[src/swtq_pkg.sv]
// Shared types, widths and status codes of the sorted wakeup timer queue.
package swtq_pkg;

    localparam int TIME_W      = 63;
    localparam int ID_W        = 8;
    localparam int ST_W        = 2;
    localparam int DEPTH_DEF   = 16;
    localparam int MAX_RESULTS = 16;
    localparam int REL_W       = $clog2(MAX_RESULTS + 1);

    localparam logic OP_INSERT = 1'b0;
    localparam logic OP_TICK   = 1'b1;

    localparam logic [ST_W-1:0] ST_INSERTED = 2'd0;
    localparam logic [ST_W-1:0] ST_FULL     = 2'd1;
    localparam logic [ST_W-1:0] ST_WOKEN    = 2'd2;
    localparam logic [ST_W-1:0] ST_NONE     = 2'd3;

    typedef struct packed {
        logic [TIME_W-1:0] wake_time;
        logic [ID_W-1:0]   waiter_id;
    } t_entry;

    typedef struct packed {
        logic [ST_W-1:0]   status;
        logic [ID_W-1:0]   woken_id;
        logic [TIME_W-1:0] woken_time;
        logic              last;
    } t_result;

endpackage

[src/sorted_wakeup_timer_queue_top.sv]
// Top level of the sorted wakeup timer queue: entry memory, sequencer and result register.
//
// The queue holds up to DEPTH waiters sorted by wake time in a ring inside one
// memory with a registered read. An insert transfer walks down from the
// newest entry, moving each later entry up one slot, one entry per cycle,
// and then gives its single result; a full queue answers without reading
// the memory, with a rejected status. A tick transfer reads from the head
// one entry per cycle while the output register is free and releases every
// entry whose wake time is at or before the given time, earliest first, up
// to sixteen per tick, with the final release marked last; a tick that
// releases nothing gives one none-expired result. The memory's single read
// port sets this one-entry-per-cycle pace. Equal wake times keep arrival
// order. The queue takes one input transfer at a time and holds off new
// ones until the previous one has placed its last result in the output
// register, which parts the input from a stalled consumer.
module sorted_wakeup_timer_queue_top #(
    parameter int DEPTH = swtq_pkg::DEPTH_DEF
) (
    input  logic                        i_clk,
    input  logic                        i_rst_n,
    input  logic                        i_valid,
    output logic                        o_stall,
    input  logic                        i_operation,
    input  logic [swtq_pkg::TIME_W-1:0] i_wake_time,
    input  logic [swtq_pkg::ID_W-1:0]   i_waiter_id,
    input  logic [swtq_pkg::TIME_W-1:0] i_now_time,
    output logic                        o_valid,
    input  logic                        i_stall,
    output logic [swtq_pkg::ST_W-1:0]   o_status,
    output logic [swtq_pkg::ID_W-1:0]   o_woken_id,
    output logic [swtq_pkg::TIME_W-1:0] o_woken_time,
    output logic                        o_last
);
    import swtq_pkg::*;

    localparam int AW = $clog2(DEPTH);

    logic            ram_we;
    logic [AW-1:0]   ram_waddr;
    t_entry          ram_wdata;
    logic            ram_re;
    logic [AW-1:0]   ram_raddr;
    t_entry          ram_rdata;

    logic            res_load;
    t_result         res;
    logic            out_free;

    // Result register: one entry that can be reloaded in the cycle it is taken.
    logic            r_o_valid;
    t_result         r_out;

    assign out_free = !r_o_valid || !i_stall;

    swtq_ram #(
        .WIDTH ($bits(t_entry)),
        .DEPTH (DEPTH)
    ) u_ram (
        .i_clk   (i_clk),
        .i_we    (ram_we),
        .i_waddr (ram_waddr),
        .i_wdata (ram_wdata),
        .i_re    (ram_re),
        .i_raddr (ram_raddr),
        .o_rdata (ram_rdata)
    );

    swtq_ctrl #(
        .DEPTH (DEPTH)
    ) u_ctrl (
        .i_clk       (i_clk),
        .i_rst_n     (i_rst_n),
        .i_valid     (i_valid),
        .o_stall     (o_stall),
        .i_operation (i_operation),
        .i_wake_time (i_wake_time),
        .i_waiter_id (i_waiter_id),
        .i_now_time  (i_now_time),
        .i_out_free  (out_free),
        .o_res_load  (res_load),
        .o_res       (res),
        .o_we        (ram_we),
        .o_waddr     (ram_waddr),
        .o_wdata     (ram_wdata),
        .o_re        (ram_re),
        .o_raddr     (ram_raddr),
        .i_rdata     (ram_rdata)
    );

    always_ff @(posedge i_clk) begin
        if (!i_rst_n) begin
            r_o_valid <= 1'b0;
        end else if (res_load) begin
            r_o_valid <= 1'b1;
        end else if (!i_stall) begin
            r_o_valid <= 1'b0;
        end
    end

    always_ff @(posedge i_clk) begin
        if (res_load) begin
            r_out <= res;
        end
    end

    assign o_valid      = r_o_valid;
    assign o_status     = r_out.status;
    assign o_woken_id   = r_out.woken_id;
    assign o_woken_time = r_out.woken_time;
    assign o_last       = r_out.last;

endmodule

[src/swtq_ram.sv]
// Generic simple dual-port RAM with one write port and one registered read port.
module swtq_ram #(
    parameter int WIDTH = 8,
    parameter int DEPTH = 16
) (
    input  logic                     i_clk,
    input  logic                     i_we,
    input  logic [$clog2(DEPTH)-1:0] i_waddr,
    input  logic [WIDTH-1:0]         i_wdata,
    input  logic                     i_re,
    input  logic [$clog2(DEPTH)-1:0] i_raddr,
    output logic [WIDTH-1:0]         o_rdata
);

    logic [WIDTH-1:0] r_mem [DEPTH];
    logic [WIDTH-1:0] r_rdata;

    always_ff @(posedge i_clk) begin
        if (i_we) begin
            r_mem[i_waddr] <= i_wdata;
        end
        if (i_re) begin
            r_rdata <= r_mem[i_raddr];
        end
    end

    assign o_rdata = r_rdata;

endmodule

[src/swtq_ctrl.sv]
// Sequencer that keeps the entry memory sorted as a ring and walks it for inserts and ticks.
module swtq_ctrl #(
    parameter int DEPTH = swtq_pkg::DEPTH_DEF
) (
    input  logic                        i_clk,
    input  logic                        i_rst_n,
    input  logic                        i_valid,
    output logic                        o_stall,
    input  logic                        i_operation,
    input  logic [swtq_pkg::TIME_W-1:0] i_wake_time,
    input  logic [swtq_pkg::ID_W-1:0]   i_waiter_id,
    input  logic [swtq_pkg::TIME_W-1:0] i_now_time,
    input  logic                        i_out_free,
    output logic                        o_res_load,
    output swtq_pkg::t_result           o_res,
    output logic                        o_we,
    output logic [$clog2(DEPTH)-1:0]    o_waddr,
    output swtq_pkg::t_entry            o_wdata,
    output logic                        o_re,
    output logic [$clog2(DEPTH)-1:0]    o_raddr,
    input  swtq_pkg::t_entry            i_rdata
);
    import swtq_pkg::*;

    localparam int AW = $clog2(DEPTH);
    localparam int CW = $clog2(DEPTH + 1);

    localparam logic [2:0] S_IDLE     = 3'd0;
    localparam logic [2:0] S_INS_CMP  = 3'd1;
    localparam logic [2:0] S_INS_WR   = 3'd2;
    localparam logic [2:0] S_TICK_CMP = 3'd3;
    localparam logic [2:0] S_EMIT     = 3'd4;

    function automatic logic [AW-1:0] f_inc(input logic [AW-1:0] a);
        return (a == AW'(DEPTH - 1)) ? '0 : a + 1'b1;
    endfunction

    function automatic logic [AW-1:0] f_dec(input logic [AW-1:0] a);
        return (a == '0) ? AW'(DEPTH - 1) : a - 1'b1;
    endfunction

    // Control state.
    logic [2:0]      r_state, n_state;
    logic [CW-1:0]   r_count, n_count;
    logic [AW-1:0]   r_head, n_head;
    logic [AW-1:0]   r_tail, n_tail;
    logic            r_pend_v, n_pend_v;

    // Working registers.
    logic [AW-1:0]     r_ptr, n_ptr;
    logic [AW-1:0]     r_wr, n_wr;
    logic [CW-1:0]     r_left, n_left;
    logic [REL_W-1:0]  r_rel, n_rel;
    t_entry            r_new, n_new;
    logic [TIME_W-1:0] r_now, n_now;
    t_result           r_pend, n_pend;

    logic expired;

    assign o_stall = (r_state != S_IDLE);
    assign expired = (i_rdata.wake_time <= r_now);

    always_comb begin
        n_state  = r_state;
        n_count  = r_count;
        n_head   = r_head;
        n_tail   = r_tail;
        n_pend_v = r_pend_v;
        n_ptr    = r_ptr;
        n_wr     = r_wr;
        n_left   = r_left;
        n_rel    = r_rel;
        n_new    = r_new;
        n_now    = r_now;
        n_pend   = r_pend;

        o_we       = 1'b0;
        o_waddr    = r_wr;
        o_wdata    = r_new;
        o_re       = 1'b0;
        o_raddr    = r_ptr;
        o_res_load = 1'b0;
        o_res      = r_pend;
        o_res.last = 1'b1;

        case (r_state)
            S_IDLE: begin
                if (i_valid) begin
                    n_pend = '{status: ST_INSERTED, woken_id: '0, woken_time: '0, last: 1'b1};
                    if (i_operation == OP_INSERT) begin
                        n_new = '{wake_time: i_wake_time, waiter_id: i_waiter_id};
                        if (r_count == CW'(DEPTH)) begin
                            n_pend.status = ST_FULL;
                            n_state       = S_EMIT;
                        end else if (r_count == '0) begin
                            o_we    = 1'b1;
                            o_waddr = r_tail;
                            o_wdata = '{wake_time: i_wake_time, waiter_id: i_waiter_id};
                            n_tail  = f_inc(r_tail);
                            n_count = r_count + 1'b1;
                            n_state = S_EMIT;
                        end else begin
                            o_re    = 1'b1;
                            o_raddr = f_dec(r_tail);
                            n_ptr   = f_dec(r_tail);
                            n_wr    = r_tail;
                            n_left  = r_count;
                            n_state = S_INS_CMP;
                        end
                    end else begin
                        n_now = i_now_time;
                        if (r_count == '0) begin
                            n_pend.status = ST_NONE;
                            n_state       = S_EMIT;
                        end else begin
                            o_re     = 1'b1;
                            o_raddr  = r_head;
                            n_rel    = '0;
                            n_pend_v = 1'b0;
                            n_state  = S_TICK_CMP;
                        end
                    end
                end
            end

            S_INS_CMP: begin
                o_we = 1'b1;
                if (i_rdata.wake_time > r_new.wake_time) begin
                    // Later entry moves up one slot to open room below it.
                    o_wdata = i_rdata;
                    n_wr    = r_ptr;
                    if (r_left == CW'(1)) begin
                        n_state = S_INS_WR;
                    end else begin
                        o_re    = 1'b1;
                        o_raddr = f_dec(r_ptr);
                        n_ptr   = f_dec(r_ptr);
                        n_left  = r_left - 1'b1;
                    end
                end else begin
                    n_tail  = f_inc(r_tail);
                    n_count = r_count + 1'b1;
                    n_state = S_EMIT;
                end
            end

            S_INS_WR: begin
                o_we    = 1'b1;
                n_tail  = f_inc(r_tail);
                n_count = r_count + 1'b1;
                n_state = S_EMIT;
            end

            S_TICK_CMP: begin
                // The held release goes out once the next compare tells whether it is last.
                if (!r_pend_v || i_out_free) begin
                    if (r_pend_v) begin
                        o_res_load = 1'b1;
                        o_res.last = !expired;
                    end
                    if (expired) begin
                        n_pend   = '{status: ST_WOKEN, woken_id: i_rdata.waiter_id,
                                     woken_time: i_rdata.wake_time, last: 1'b1};
                        n_pend_v = 1'b1;
                        n_head   = f_inc(r_head);
                        n_count  = r_count - 1'b1;
                        n_rel    = r_rel + 1'b1;
                        if (r_count == CW'(1) || r_rel == REL_W'(MAX_RESULTS - 1)) begin
                            n_state = S_EMIT;
                        end else begin
                            o_re    = 1'b1;
                            o_raddr = f_inc(r_head);
                        end
                    end else if (r_pend_v) begin
                        n_state = S_IDLE;
                    end else begin
                        n_pend  = '{status: ST_NONE, woken_id: '0, woken_time: '0, last: 1'b1};
                        n_state = S_EMIT;
                    end
                end
            end

            S_EMIT: begin
                if (i_out_free) begin
                    o_res_load = 1'b1;
                    n_state    = S_IDLE;
                end
            end

            default: begin
                n_state = S_IDLE;
            end
        endcase
    end

    always_ff @(posedge i_clk) begin
        if (!i_rst_n) begin
            r_state  <= S_IDLE;
            r_count  <= '0;
            r_head   <= '0;
            r_tail   <= '0;
            r_pend_v <= 1'b0;
        end else begin
            r_state  <= n_state;
            r_count  <= n_count;
            r_head   <= n_head;
            r_tail   <= n_tail;
            r_pend_v <= n_pend_v;
        end
    end

    always_ff @(posedge i_clk) begin
        r_ptr  <= n_ptr;
        r_wr   <= n_wr;
        r_left <= n_left;
        r_rel  <= n_rel;
        r_new  <= n_new;
        r_now  <= n_now;
        r_pend <= n_pend;
    end

endmodule
[config.mk]
export PLATFORM = sky130hd
export DESIGN_NAME = sorted_wakeup_timer_queue_top
export DESIGN_NICKNAME = d
export VERILOG_FILES = /design/src/swtq_pkg.sv /design/src/sorted_wakeup_timer_queue_top.sv /design/src/swtq_ram.sv /design/src/swtq_ctrl.sv
export SDC_FILE = /design/constraint.sdc
export NUM_CORES = 2
export LEC_CHECK = 0
export ABC_AREA = 0
export BUFFER_PORTS_ARGS = -buffer_cell sky130_fd_sc_hd__buf_2
export CAP_MARGIN = 25
export CORE_MARGIN = 10
export CORE_UTILIZATION = 35
export CTS_CLUSTER_SIZE = 28
export DETAILED_ROUTE_END_ITERATION = 7
export PLACE_DENSITY = 0.5
export RECOVER_POWER = 25
export SKIP_CTS_REPAIR_TIMING = 1
export SYNTH_ARGS = -nofsm -noshare
export SYNTH_HDL_FRONTEND = slang
export SYNTH_SLANG_ARGS = --single-unit
export TNS_END_PERCENT = 1
[constraint.sdc]
create_clock -name i_clk -period 9.5 [get_ports i_clk]
set_clock_uncertainty 0.1 [all_clocks]
set_input_delay 1.9 -clock i_clk [delete_from_list [all_inputs] [get_ports i_clk]]
set_output_delay 1.9 -clock i_clk [all_outputs]
set_load 0.05 [all_outputs]
==> impl_metrics.csv <==
group,metric,value,unit
sta,setup_total_negative_slack,0,ns
drt,drt-met1-wl,79600,µm
yosys,synth_seq_cells,1524,
placed_design,dpl.hpwl,102000,µm
worst_hold_path,worst_hold_path_type,"reg2reg",
pwr,powerDensity,386,nW/µm²
global_routing,gr-usage-all-layers,18.2,%
yosys,synth.cells.most_frequent,"1506 x edfxtp_1, 433 x mux2i_1, 217 x inv_1",
layout,layout-area-overhead-vs-synth,14.1,%
yosys,yosys-mux-area-fraction,6.95,%
cts,tritoncts,"yes",
cts,cts.clk_slew.worst_paths,0.06,ns
critical_path,crit_fanout,44,
pwr,power.leakage,24.1,nW
yosys,synth_enable_flop_cells,1506,
global_routing,grt_start_max_net_pins,143,
yosys,post_synth_fa_ha_maj_area_fraction,2.78,%
global_routing,wire_length_of_the_first_global_routing_pass,262000,µm
die,die_area,196000,µm²
die,die-height,443,µm
yosys,mappedNetlistArea,62500,µm²
yosys,yosys.area.top_type,"edfxtp_1",
drt,routed_wl,184000,µm
critical_path,reg2regPathDepth,15,
global_routing,grt_pass1_vias,35100,
drt,vias,35200,
worst_hold_path,min-delay-start,"u_ctrl.o_res[62]",
cts,ctsLongestPathBuffers,3,
sta,rsz0062_at_grt,"false",
global_routing,antenna_found_initial,9,
placed_design,numPortBuffers,214,
yosys,synth_top_family_by_area,"compound AO/OA/AOI/OAI gates",
yosys,synth_top_cells_by_area,"edfxtp_1 72%, mux2i_1 6.9%, ha_1 2.8%, a211oi_1 1.8%, inv_1 1.3%",
drt,post-route-drc-count,0,
layout,final_core_util,40.1,%
critical_path,endpoint_kind,"flip-flop",
placed_design,place.gp.congestion,0.785,
sta,final.min_clock_period,8.05,ns
yosys,synth_cells,3884,
yosys,synth_top_cell_area_share,72.3,%
critical_path,ff2ff_setup_slack,1.45,ns
sta,timing.final.setup_violations,0,
die,placementRows,155,
critical_path,timing.critical_path.required,9.92,ns
cts,htreeDepth,4,
cts,cts_root_buffer,"clkbuf_16",
layout,layout.cell_area.non_filler,71400,µm²
yosys,synth_nets,4162,
flow_run,max_cap_violations,16,
cts,tritoncts_num_sinks,1524,
sta,worstMarginPinSlew,3.73,ns
drt,met3_length,8940,µm
yosys,synth_compound_area_share,8.49,%
cts,numCtsBuffers,161,
die,design.core.area,178000,µm²
worst_hold_path,destination_of_the_worst_hold_path,"o_woken_time[61]",
critical_path,worstReg2RegStart,"u_ram.o_rdata[37]",
critical_path,arrival,8.47,ns
sta,maxSlewHeadroom,-149,%
drt,viasPerCell,5.34,
placed_design,dp_slack,2.68,ns
drt,post_drt_wl_per_cell,27.9,µm
yosys,ys.flop_type,"edfxtp_1",
layout,final_layout_size_suffix_gt1_share,8.76,%
critical_path,crit_path_start_kind,"flip-flop",
yosys,synthesis.area_per_instance,16.1,µm²
drt,wl_met2,90700,µm
status,violations,"max-capacitance violations, max-slew violations",
layout,nFillCells,16400,
die,die_w,443,µm
drt,initialDrtViolationCount,3479,
yosys,synth_xor_xnor_area_share,0.196,%
yosys,yosys.cell_count.top_type,"edfxtp_1",
cts,worst_skew_pair.late_latency,0.80,ns
yosys,synthSimpleGateAreaFrac,5.58,%
status,run_status,"finished with violations",
pwr,vdd_drop_max,0.000591,V
sta,setup_slack,1.45,ns
sta,drv_slew,420,
die,top_level_pins,215,
die,floorplan.initialDensity,35.1,%
sta,finalHoldViolCount,0,
sta,maxClockFrequency,124,MHz
yosys,yosysWarnings,0,
yosys,ys_seq_area_share,72.9,%
drt,count_of_antenna_violating_nets_left_after_detailed_routing,0,
drt,drtPass1Iterations,6,
critical_path,worst_r2r_endpoint,"u_ram.o_rdata[24]",
sta,final_clock_period_utilization_by_the_worst_path,84.7,%
drt,routed.top_layer,"met5",
global_routing,globalRouteOverflowTotal,0,
placed_design,post_dp_cell_area,66600,µm²
yosys,synth.distinct_cells,80,
critical_path,timing_worst_setup_path_type,"reg2reg",
layout,layout.nets,4393,
yosys,synth-async-reset-ratio,0,%
worst_hold_path,hold_path_depth,0,
-- per-layer routing --
layer  track usage (%)  up-vias
met5                 0        -
met4              5.25        4
met3              2.54      227
met2              31.0     1068
met1              24.2    18100
li1                  -    15800
-- registers in the layout, summed over array words and instances (netlist names), 8 cells and up --
| signal | cells |
|---|---|
| o_woken_time | 63 |
| u_ctrl.o_res | 73 |
| u_ctrl.r_now | 63 |
| u_ram.o_rdata | 71 |
| o_woken_id | 8 |
| u_ram.r_mem | 1136 |
| u_ctrl.r_new | 71 |
-- placed cells by master, fill, tap and decap left out, types with 7 or more instances in the layout --
| cell type | count |
|---|---|
| clkbuf_16 | 166 |
| a222oi_1 | 70 |
| nand3_1 | 21 |
| clkbuf_1 | 204 |
| a21oi_1 | 81 |
| edfxtp_1 | 1506 |
| nand4_1 | 28 |
| nor2_1 | 140 |
| o22ai_1 | 74 |
| clkinv_2 | 17 |
| nand2_1 | 68 |
| a211oi_1 | 150 |
| mux2i_1 | 433 |
| nor3_1 | 17 |
| or4_1 | 72 |
| o21ai_0 | 40 |
| and2b_1 | 7 |
| nor2_4 | 12 |
| a31oi_1 | 13 |
| and2_1 | 55 |
| buf_4 | 42 |
| o22a_1 | 70 |
| a21o_1 | 7 |
| dfxtp_1 | 18 |
| xnor2_1 | 10 |
| clkinv_1 | 38 |
| o32ai_1 | 70 |
| buf_12 | 18 |
| buf_2 | 56 |
| ha_1 | 139 |
| nand2b_1 | 76 |
| and2_0 | 22 |
| bufinv_16 | 14 |
| o211ai_1 | 74 |
| inv_1 | 216 |
| nor2b_1 | 69 |
-- worst max path at each step --
stage	start	to	slack (ns)	depth (start not counted)
after CTS	u_ram.o_rdata[54]	u_ram.o_rdata[40]	2.63	15
after detailed placement	u_ram.o_rdata[54]	u_ram.o_rdata[30]	2.68	15
after floorplan	i_operation	u_ram.r_mem[2][0]	2.59	8
after global placement	u_ram.o_rdata[37]	u_ram.o_rdata[67]	1.43	12
final	u_ram.o_rdata[37]	u_ram.o_rdata[24]	1.45	15
after global routing	u_ram.o_rdata[37]	u_ram.o_rdata[33]	1.31	15
-- worst max-delay path: stages, from the launching register on --
cell and delay [ns]:
edfxtp_1 0.50, ha_1 0.37, nand4_1 0.54, nor4b_1 0.85, clkbuf_1 0.48, nand4_1 0.28
or2_2 0.39, nand2_1 1.10, a32oi_1 0.40, o211a_4 0.46, o21ai_4 0.15, buf_4 0.47
buf_4 0.82, o22a_1 0.27, nor2_1 0.04, or4_1 0.48
-- power by group --
part | total (mW) | internal (mW) | switching (mW)
registers | 10.0 | 9.53 | 0.503
clock network | 6.15 | 3.58 | 2.56
logic | 11.4 | 3.64 | 7.76
total | 27.6 | 16.8 | 10.8
-- stage by stage --
| step | hold slack [ns] | cells | power [mW] |
|---|---|---|---|
| after floorplan | 0.300 | 3884 | 17.9 |
| after global placement | 0.302 | 6300 | 21.6 |
| after detailed placement | 0.305 | 6306 | 21.7 |
| after CTS | 0.317 | 6589 | 27.9 |
| after global routing | 0.323 | 6591 | 28.9 |
| final | 0.316 | 6592 | 27.6 |
-- layout make-up --
cell class,instances,area (µm²),area share (%)
sequential,1524,45600,63.9
multi-input combinational,1920,15200,21.3
clock buffer,203,4320,6.06
tap,2355,2950,4.13
timing repair buffer,290,1700,2.39
inverter,218,820,1.15
clock inverter,80,766,1.07
antenna,2,5.00,0.00701
-- logic make-up after synthesis --
family | Yosys count
flip-flops | 1524
XOR/XNOR | 14
AO/OA/AOI/OAI | 707
multiplexers | 434
AND/OR/NAND/NOR | 626
buffers and inverters | 440
adder cells (fa/ha/maj) | 139
Note: power is estimated with default switching activity, not from simulation.
